## config.mk

```make
export PLATFORM = sky130hd
export DESIGN_NAME = weighted_cross_entropy_loss_core
export DESIGN_NICKNAME = d
export VERILOG_FILES = /design/src/rtl/wcel_pkg.sv /design/src/rtl/weighted_cross_entropy_loss_core.sv /design/src/rtl/wcel_mul.sv /design/src/rtl/wcel_div.sv
export SDC_FILE = /design/constraint.sdc
export NUM_CORES = 2
export LEC_CHECK = 0
export ABC_AREA = 1
export BUFFER_PORTS_ARGS = -buffer_cell sky130_fd_sc_hd__clkbuf_2
export CAP_MARGIN = 20
export CORE_MARGIN = 10
export CORE_UTILIZATION = 60
export CTS_BUF_LIST = sky130_fd_sc_hd__clkbuf_4 sky130_fd_sc_hd__clkbuf_8
export CTS_CLUSTER_SIZE = 28
export DETAILED_ROUTE_END_ITERATION = 10
export PLACE_DENSITY_LB_ADDON = 0.12
export SETUP_SLACK_MARGIN = 0.4
export SLEW_MARGIN = 0
export SYNTH_ARGS = -nofsm -noshare
export SYNTH_HDL_FRONTEND = slang
export SYNTH_SLANG_ARGS = --single-unit
```

## constraint.sdc

```tcl
create_clock -name clk -period 12.29 [get_ports clk]
set_input_delay 1.8435 -clock clk [delete_from_list [all_inputs] [get_ports clk]]
set_output_delay 1.8435 -clock clk [all_outputs]
set_load 0.01 [all_outputs]
```

## src/rtl/wcel_pkg.sv

```systemverilog
// Shared constants and types of the weighted cross-entropy loss core.
`default_nettype none

package wcel_pkg;

  // Class and sample limits
  localparam int NUM_CLASSES = 4;
  localparam int NUM_WEIGHTS = 4;
  localparam logic [15:0] MAX_SAMPLES = 16'd65535;

  // Fixed-point constants
  localparam logic [16:0] ONE_Q16      = 17'd65536;
  localparam logic [20:0] NEG_LN_ZERO  = 21'd1310720;
  localparam logic [31:0] LN2_Q32      = 32'd2977044472;
  localparam logic [26:0] MEAN_MAX     = 27'd83886080;
  localparam logic [47:0] ACC_MAX      = 48'hFFFF_FFFF_FFFF;
  localparam logic [15:0] ALPHA_RESET  = 16'd0;
  localparam logic [15:0] WEIGHT_RESET = 16'd4096;

  // Iteration counts
  localparam int SQ_STEPS  = 16;
  localparam int DIV_STEPS = 48;

  // Configuration register indexes
  localparam logic [2:0] REG_ALPHA = 3'd0;
  localparam logic [2:0] REG_CW0   = 3'd1;
  localparam logic [2:0] REG_CW1   = 3'd2;
  localparam logic [2:0] REG_CW2   = 3'd3;
  localparam logic [2:0] REG_CW3   = 3'd4;

  // Divider control and status
  typedef struct packed {
    logic start;
  } div_ctl_t;

  typedef struct packed {
    logic busy;
    logic done;
  } div_stat_t;

endpackage

`default_nettype wire

```

## src/rtl/weighted_cross_entropy_loss_core.sv

```systemverilog
// An item adding nothing stays in S_IDLE; p = 0 runs S_TW, S_PZ, S_TERM, S_ACC; any other runs
// S_TW, S_SQ, S_LN, S_NL, S_TERM, S_ACC, its cost set by the 16 squaring steps of -log2 on the
// shared multiplier. A last-of-batch item adds a serial division before the result.
// Items are taken one at a time; a result held in the output register stalls the core only
// when the next batch result is ready. Reset (rst_n low, synchronous) clears the loss sum,
// sample count and output valid, and loads alpha = 1.0 and all class weights = 1.0.
`default_nettype none

module weighted_cross_entropy_loss_core (
  input  wire logic        clk,
  input  wire logic        rst_n,
  // Configuration write port
  input  wire logic        cfg_we,
  input  wire logic [2:0]  cfg_index,
  input  wire logic [16:0] cfg_wdata,
  // Input stream
  input  wire logic        in_tvalid,
  output logic             in_tready,
  input  wire logic [23:0] in_tdata,  // class_index[1:0], probability[18:2], last_of_sample[19]
  input  wire logic        in_tuser,  // is_true_class[0]
  input  wire logic        in_tlast,  // last_of_batch
  // Result stream
  output logic             out_tvalid,
  input  wire logic        out_tready,
  output logic      [47:0] out_tdata  // mean_loss[26:0], sample_count[42:27]
);

  typedef enum logic [3:0] {
    S_IDLE, S_TW, S_PZ, S_SQ, S_LN, S_NL, S_TERM, S_ACC, S_DIVGO, S_DIV, S_OUT
  } state_t;

  state_t      state_r;
  logic [4:0]  cnt_r;
  logic [16:0] alpha_r;
  logic [15:0] cw_r [wcel_pkg::NUM_WEIGHTS];
  logic [16:0] target_r;
  logic [15:0] weight_r;
  logic        pzero_r;
  logic        last_batch_r;
  logic [30:0] y_r;
  logic [3:0]  k_r;
  logic [15:0] frac_r;
  logic [31:0] tw_r;
  logic [20:0] nl_r;
  logic [47:0] acc_r;
  logic [15:0] samples_r;
  logic [15:0] sc_r;
  logic        out_valid_r;
  logic [26:0] out_mean_r;
  logic [15:0] out_count_r;

  logic [1:0]  in_cls;
  logic [16:0] in_prob;
  logic        in_last_sample;
  logic [16:0] p_sat;
  logic [16:0] a_sat;
  logic [16:0] target_c;
  logic        use_c;
  logic [3:0]  k_norm;
  logic [15:0] m_norm;

  logic [31:0] mul_a;
  logic [31:0] mul_b;
  logic [63:0] mul_p;
  logic        sq_bit;
  logic [30:0] sq_y;
  logic [30:0] sq_src;
  logic [20:0] neglog2;
  logic [48:0] acc_sum;
  logic [47:0] acc_nxt;

  wcel_pkg::div_ctl_t  div_ctl;
  wcel_pkg::div_stat_t div_stat;
  logic [47:0]         quotient;
  logic [26:0]         mean_sat;
  logic                out_free;
  logic                load_out;

  // Unpack the input beat and form the target weight
  always_comb begin
    in_cls         = in_tdata[1:0];
    in_prob        = in_tdata[18:2];
    in_last_sample = in_tdata[19];
    p_sat    = (in_prob > wcel_pkg::ONE_Q16) ? wcel_pkg::ONE_Q16 : in_prob;
    a_sat    = (alpha_r > wcel_pkg::ONE_Q16) ? wcel_pkg::ONE_Q16 : alpha_r;
    target_c = in_tuser ? a_sat : (wcel_pkg::ONE_Q16 - a_sat);
    use_c    = (int'(in_cls) < wcel_pkg::NUM_CLASSES) && (target_c != 17'd0) &&
               (p_sat != wcel_pkg::ONE_Q16);
  end

  // Normalize the probability so its top bit is set
  always_comb begin
    k_norm = 4'd0;
    for (int i = 0; i < 16; i++) begin
      if (p_sat[i]) k_norm = 4'(15 - i);
    end
    m_norm = p_sat[15:0] << k_norm;
  end

  // Squaring step: take the next fraction bit of log2 from the product
  always_comb begin
    sq_bit  = mul_p[61];
    sq_y    = sq_bit ? mul_p[61:31] : mul_p[60:30];
    sq_src  = (cnt_r == 5'd0) ? y_r : sq_y;
    neglog2 = {({1'b0, k_r} + 5'd1), 16'd0} - {5'd0, frac_r};
  end

  // Select multiplier operands by step
  always_comb begin
    unique case (state_r)
      S_TW: begin
        mul_a = {15'd0, target_r};
        mul_b = {16'd0, weight_r};
      end
      S_SQ: begin
        mul_a = {1'b0, sq_src};
        mul_b = {1'b0, sq_src};
      end
      S_LN: begin
        mul_a = {11'd0, neglog2};
        mul_b = wcel_pkg::LN2_Q32;
      end
      S_TERM: begin
        mul_a = tw_r;
        mul_b = {11'd0, nl_r};
      end
      default: begin
        mul_a = 32'd0;
        mul_b = 32'd0;
      end
    endcase
  end

  wcel_mul u_mul (
    .clk (clk),
    .a   (mul_a),
    .b   (mul_b),
    .p_r (mul_p)
  );

  // Round the term and add it with saturation in one adder
  always_comb begin
    acc_sum = {1'b0, acc_r} + {24'd0, mul_p[52:28]} + {48'd0, mul_p[27]};
    acc_nxt = acc_sum[48] ? wcel_pkg::ACC_MAX : acc_sum[47:0];
  end

  assign div_ctl.start = (state_r == S_DIVGO);

  wcel_div u_div (
    .clk      (clk),
    .rst_n    (rst_n),
    .ctl      (div_ctl),
    .dividend (acc_r),
    .divisor  (samples_r),
    .stat     (div_stat),
    .quotient (quotient)
  );

  // Clamp the mean, check room in the output register and decide when to load it
  always_comb begin
    mean_sat = (quotient > {21'd0, wcel_pkg::MEAN_MAX}) ? wcel_pkg::MEAN_MAX : quotient[26:0];
    out_free = !out_valid_r || out_tready;
    load_out = out_free && ((state_r == S_OUT) || ((state_r == S_DIV) && div_stat.done));
  end

  // Sequencer, configuration registers and output register
  always_ff @(posedge clk) begin
    if (!rst_n) begin
      state_r     <= S_IDLE;
      out_valid_r <= 1'b0;
      acc_r       <= 48'd0;
      samples_r   <= 16'd0;
      alpha_r     <= {1'b1, wcel_pkg::ALPHA_RESET};
      for (int i = 0; i < wcel_pkg::NUM_WEIGHTS; i++) begin
        cw_r[i] <= wcel_pkg::WEIGHT_RESET;
      end
    end else begin
      // Write configuration
      if (cfg_we) begin
        unique case (cfg_index)
          wcel_pkg::REG_ALPHA: alpha_r <= cfg_wdata;
          wcel_pkg::REG_CW0:   cw_r[0] <= cfg_wdata[15:0];
          wcel_pkg::REG_CW1:   cw_r[1] <= cfg_wdata[15:0];
          wcel_pkg::REG_CW2:   cw_r[2] <= cfg_wdata[15:0];
          wcel_pkg::REG_CW3:   cw_r[3] <= cfg_wdata[15:0];
          default: ;
        endcase
      end

      // Load a new result, or drop the one taken
      if (load_out)                        out_valid_r <= 1'b1;
      else if (out_valid_r && out_tready)  out_valid_r <= 1'b0;

      unique case (state_r)
        S_IDLE: begin
          if (in_tvalid) begin
            target_r     <= target_c;
            weight_r     <= cw_r[in_cls];
            pzero_r      <= (p_sat == 17'd0);
            y_r          <= {m_norm, 15'd0};
            k_r          <= k_norm;
            last_batch_r <= in_tlast;
            cnt_r        <= 5'd0;
            if (in_last_sample && (samples_r != wcel_pkg::MAX_SAMPLES)) begin
              samples_r <= samples_r + 16'd1;
            end
            if (use_c)         state_r <= S_TW;
            else if (in_tlast) state_r <= S_DIVGO;
          end
        end
        S_TW: begin
          state_r <= pzero_r ? S_PZ : S_SQ;
        end
        S_PZ: begin
          tw_r    <= mul_p[31:0];
          nl_r    <= wcel_pkg::NEG_LN_ZERO;
          state_r <= S_TERM;
        end
        S_SQ: begin
          if (cnt_r == 5'd0) tw_r <= mul_p[31:0];
          else               frac_r <= {frac_r[14:0], sq_bit};
          cnt_r <= cnt_r + 5'd1;
          if (cnt_r == 5'(wcel_pkg::SQ_STEPS)) state_r <= S_LN;
        end
        S_LN: begin
          state_r <= S_NL;
        end
        S_NL: begin
          nl_r    <= mul_p[52:32] + {20'd0, mul_p[31]};
          state_r <= S_TERM;
        end
        S_TERM: begin
          state_r <= S_ACC;
        end
        S_ACC: begin
          acc_r   <= acc_nxt;
          state_r <= last_batch_r ? S_DIVGO : S_IDLE;
        end
        S_DIVGO: begin
          sc_r      <= samples_r;
          acc_r     <= 48'd0;
          samples_r <= 16'd0;
          state_r   <= S_DIV;
        end
        S_DIV: begin
          if (div_stat.done) begin
            if (out_free) begin
              out_mean_r  <= mean_sat;
              out_count_r <= sc_r;
              state_r     <= S_IDLE;
            end else begin
              state_r <= S_OUT;
            end
          end
        end
        S_OUT: begin
          if (out_free) begin
            out_mean_r  <= mean_sat;
            out_count_r <= sc_r;
            state_r     <= S_IDLE;
          end
        end
        default: state_r <= S_IDLE;
      endcase
    end
  end

  assign in_tready  = (state_r == S_IDLE);
  assign out_tvalid = out_valid_r;
  assign out_tdata  = {5'd0, out_count_r, out_mean_r};

  // The log loop always starts from a normalized mantissa
  a_norm: assert property (@(posedge clk) disable iff (!rst_n)
    (state_r == S_SQ && cnt_r == 5'd0) |-> y_r[30])
    else $error("log mantissa not normalized");

  // A delivered mean never exceeds the clamp
  a_mean: assert property (@(posedge clk) disable iff (!rst_n)
    out_tvalid |-> (out_tdata[26:0] <= wcel_pkg::MEAN_MAX))
    else $error("mean above clamp");

  // No item is taken while the divider runs
  a_busy: assert property (@(posedge clk) disable iff (!rst_n)
    div_stat.busy |-> !in_tready)
    else $error("input ready during division");

  // Batch state is cleared once the division has started
  a_clear: assert property (@(posedge clk) disable iff (!rst_n)
    (state_r == S_DIV) |-> (acc_r == 48'd0 && samples_r == 16'd0))
    else $error("batch state not cleared");

endmodule

`default_nettype wire

```

## src/rtl/wcel_mul.sv

```systemverilog
// Shared 32x32 multiplier with registered product.
`default_nettype none

module wcel_mul (
  input  wire logic        clk,
  input  wire logic [31:0] a,
  input  wire logic [31:0] b,
  output logic      [63:0] p_r
);

  // Register the product every cycle
  always_ff @(posedge clk) begin
    p_r <= {32'd0, a} * {32'd0, b};
  end

endmodule

`default_nettype wire

```

## src/rtl/wcel_div.sv

```systemverilog
// Restoring divider, one quotient bit per cycle, 48-bit dividend by 16-bit divisor.
`default_nettype none

module wcel_div (
  input  wire logic                 clk,
  input  wire logic                 rst_n,
  input  wire wcel_pkg::div_ctl_t   ctl,
  input  wire logic [47:0]          dividend,
  input  wire logic [15:0]          divisor,
  output wcel_pkg::div_stat_t       stat,
  output logic [47:0]               quotient
);

  logic [47:0] q_r;
  logic [15:0] rem_r;
  logic [15:0] d_r;
  logic [5:0]  cnt_r;
  logic        busy_r;
  logic        done_r;
  logic [16:0] rem_sh;
  logic        ge;
  logic [16:0] rem_nxt;

  // Shift in the next dividend bit and trial-subtract
  always_comb begin
    rem_sh  = {rem_r, q_r[47]};
    ge      = rem_sh >= {1'b0, d_r};
    rem_nxt = ge ? (rem_sh - {1'b0, d_r}) : rem_sh;
  end

  // Iterate over the dividend bits
  always_ff @(posedge clk) begin
    if (!rst_n) begin
      busy_r <= 1'b0;
      done_r <= 1'b0;
    end else begin
      done_r <= 1'b0;
      if (ctl.start) begin
        q_r    <= dividend;
        d_r    <= (divisor == 16'd0) ? 16'd1 : divisor;
        rem_r  <= 16'd0;
        cnt_r  <= 6'd0;
        busy_r <= 1'b1;
      end else if (busy_r) begin
        rem_r <= rem_nxt[15:0];
        q_r   <= {q_r[46:0], ge};
        cnt_r <= cnt_r + 6'd1;
        if (cnt_r == 6'(wcel_pkg::DIV_STEPS - 1)) begin
          busy_r <= 1'b0;
          done_r <= 1'b1;
        end
      end
    end
  end

  assign stat.busy = busy_r;
  assign stat.done = done_r;
  assign quotient  = q_r;

endmodule

`default_nettype wire

```

==> impl_metrics.toml <==
[global_route]
grt_use_total_pct = 31.8
grt_pass1_vias = 45500
antenna_found_initial = 5
gr-total-overflow = 0
grt_pass1_wl_um = 261000
grt_start_max_net_pins = 71

[clock_network]
cts_made_buffers = 76
path_clk_slew_ps = 70
hold_buffers = 0
ctsResizeCount = 0
cts_sinks = 488
htreeDepth = 3
insertion_delay_ps = 700
tritoncts = "done"
clockBufferDepth = 3
cts_root_buf = "clkbuf_8"
cts_setup_buffers = 0

[critical_path]
cp-start-kind = "flop"
worst_path_most_repeated_cell = "inv_1"
worst-setup-path-type = "flop to flop"
path_max_fanout = 32
critPathArrivalTime_ps = 11290
timing.reg2reg.setup_slack_ps = 1570
worst_setup_path_end_kind = "flop"
cp.required_ps = 12860
r2r_cells = 34
slowest_stage = "o31ai_1"
max_stage_delay_ps = 800

[synth]
synth.distinct_cells = 63
synth_seq_cells = 488
yosys.area.top_type = "fa_1"
yosysWarnings = 0
synth_top_area_share_pct = 32.1
yosysSeqAreaShare_pct = 23.5
async_reset_ff_share_pct = 0
avgSynthCellArea_um2 = 8.48
ys.flop_type = "edfxtp_1"
synthCells = 6597
syn_area_um2 = 55900
yosys-top-cells-area = "fa_1 (32%), edfxtp_1 (18%), inv_1 (10%), nand2_1 (9.2%), ha_1 (6.7%)"
synth_enable_flop_cells = 338

[floorplan]
die_area_um2 = 106000
initial_core_util_pct = 60.8
io_pins = 101
fp.dieW_um = 325
die_h_um = 325
core-area_um2 = 92100
rows = 111

[sta]
tns_ps = 0
rsz0062_at_grt = "no"
finalSetupViolations = 0
tightest_slew_ps = 1180
relSlewSlack_pct = 21.3
min_period_over_period_pct = 87.2
period_needed_ps = 10720
skew_ps = 46.8
max_freq_ghz = 0.0933
holdWs_ps = 394
hold_viol_final = 0
finalMaxSlewViolations = 0

[pwr]
powerDensity_nw_per_um2 = 119
p_total_mw = 7.04
peakVddDrop_mv = 0.106
p_leak_nw = 28.7

[place]
io_buffers = 91
hpwl_um = 130000
place.gp.congestion = 0.984
placed_area_um2 = 57800

[route]
vias = 44200
ant_nets = 0
wl_per_cell_um = 20.9
drc = 0
drt_pass1_iterations = 5
initialDrtViolationCount = 4211
wl_um = 166000
viasPerCell = 5.57

[run]
drv_cap = 0

[finish]
fin_nets = 7878
finish.instance_area_um2 = 59400
syn2layout_area_growth_pct = 6.13
drive_gt1_share_pct = 6.01

[hold_path]
whs_path_depth = 0
hold_class = "flop to flop"

[status]
status = "completed"
[metal layers]
layer  vias to the layer above  track usage [%]  part of all wire (%)  wire (um)
li1                      20000                -                     -          -
met1                     21700             43.8                    41      67700
met2                      2080             47.8                    44      72500
met3                       419             6.71                    10      16700
met4                         0             15.1                   5.4       8880
met5                         -                0                     0          0
[final timing paths]
kind,startpoint,endpoint
setup reg to reg,cnt_r[0],u_mul.p_r[58]
hold reg to reg,u_mul.p_r[22],tw_r[22]
setup / recovery,cnt_r[0],u_mul.p_r[58]
hold / removal,u_mul.p_r[22],tw_r[22]
[state kept, by name, indices dropped and copies added (netlist names), 4 cells and up]
register        count
acc_r              48
alpha_r            17
cnt_r               5
cw_r               64
frac_r             16
k_r                 4
nl_r               21
out_count_r        16
out_mean_r         27
samples_r          16
sc_r               16
state_r             4
target_r           17
tw_r               32
u_div.cnt_r         6
u_div.d_r          16
u_div.quotient     48
u_div.rem_r        16
u_mul.p_r          62
weight_r           16
y_r                16
[layout make-up]
class,instances,area (um2)
multi-input combinational,4310,36000
fill,8103,32700
sequential,488,13200
inverter,1560,5860
tap,1243,1560
clock buffer,109,1310
timing repair buffer,194,1250
clock inverter,31,245
antenna,3,7.51
[through the flow]
stage	utilization [%]	std cells	setup WS, ps
finish	64.5	7938	1570
global route	64.5	7935	1060
floorplan	-	6618	3800
detailed placement	62.8	7794	1880
CTS	64.4	7934	1830
global placement	62.8	7794	1960
[worst max-delay path, delay by kind of cell, from the launching register on]
family / cells / cell delay [ps]
xor+xnor: 1 / 190
compound gates: 4 / 2210
buf+inv: 11 / 1750
flops: 1 / 440
fa+ha+maj: 10 / 4650
simple gates: 8 / 1310
[cells in the final DEF (no fill, tap or decap), types with 7 or more instances in the layout]
master / instances
inv_1: 1536
nand2_1: 1364
fa_1: 898
nor2_1: 584
edfxtp_1: 338
ha_1: 299
o21ai_0: 272
a21oi_1: 236
nand3_1: 164
dfxtp_1: 150
buf_4: 102
clkbuf_2: 91
clkbuf_8: 79
xor2_1: 73
nor3_1: 49
xnor2_1: 42
nand4_1: 34
a31oi_1: 30
clkbuf_4: 30
conb_1: 23
o22ai_1: 22
nor4_1: 21
clkinv_1: 20
a221oi_1: 17
nor2_2: 16
o211ai_1: 15
o21a_1: 15
a22oi_1: 14
nor2_4: 13
clkinv_2: 13
inv_2: 11
a21boi_0: 11
nand2_2: 10
o21ai_1: 9
nand3b_1: 7
[cell families after synthesis]
kind of cell / after synthesis / synth area share, %
muxes: 1 / 0.0201
adders and majority gates: 1197 / 38.8
and+or+nand+nor: 2282 / 16.5
xor gates and xnor gates: 115 / 1.80
DFF: 488 / 23.5
other: 2 / 0.0134
AOI/OAI and AO/OA: 692 / 6.96
buffers and inverters: 1820 / 12.4
[report_power, final]
part	internal [mW]	switching (mW)	total, mW
Combinational	0.949	2.44	3.39
Sequential	2.05	0.159	2.21
Clock	0.744	0.694	1.44
[Yosys cell counts (4+ instances only)]
cell type and n:
clkinv_1 12, and3_1 4, xor2_1 73, nor4_1 21
buf_2 36, inv_1 1538, a21oi_2 4, o22ai_1 22
nor2_1 590, inv_2 9, a22oi_1 14, nor3_1 50
o211ai_1 15, fa_1 898, ha_1 299, a31oi_1 30
xnor2_1 42, o31ai_1 6, nand2_2 7, a22o_1 4
nor2_2 11, o21ai_1 9, o21bai_1 6, nand3_1 164
dfxtp_1 150, o21a_1 15, buf_4 9, nor2_4 12
nand3b_1 7, clkbuf_1 194, a21boi_0 11, edfxtp_1 338
nand2_1 1367, nand4_1 34, a21oi_1 238, o21ai_0 273
a211oi_1 6, buf_1 19, a221oi_1 17
Power figures use the tool's default switching activity.
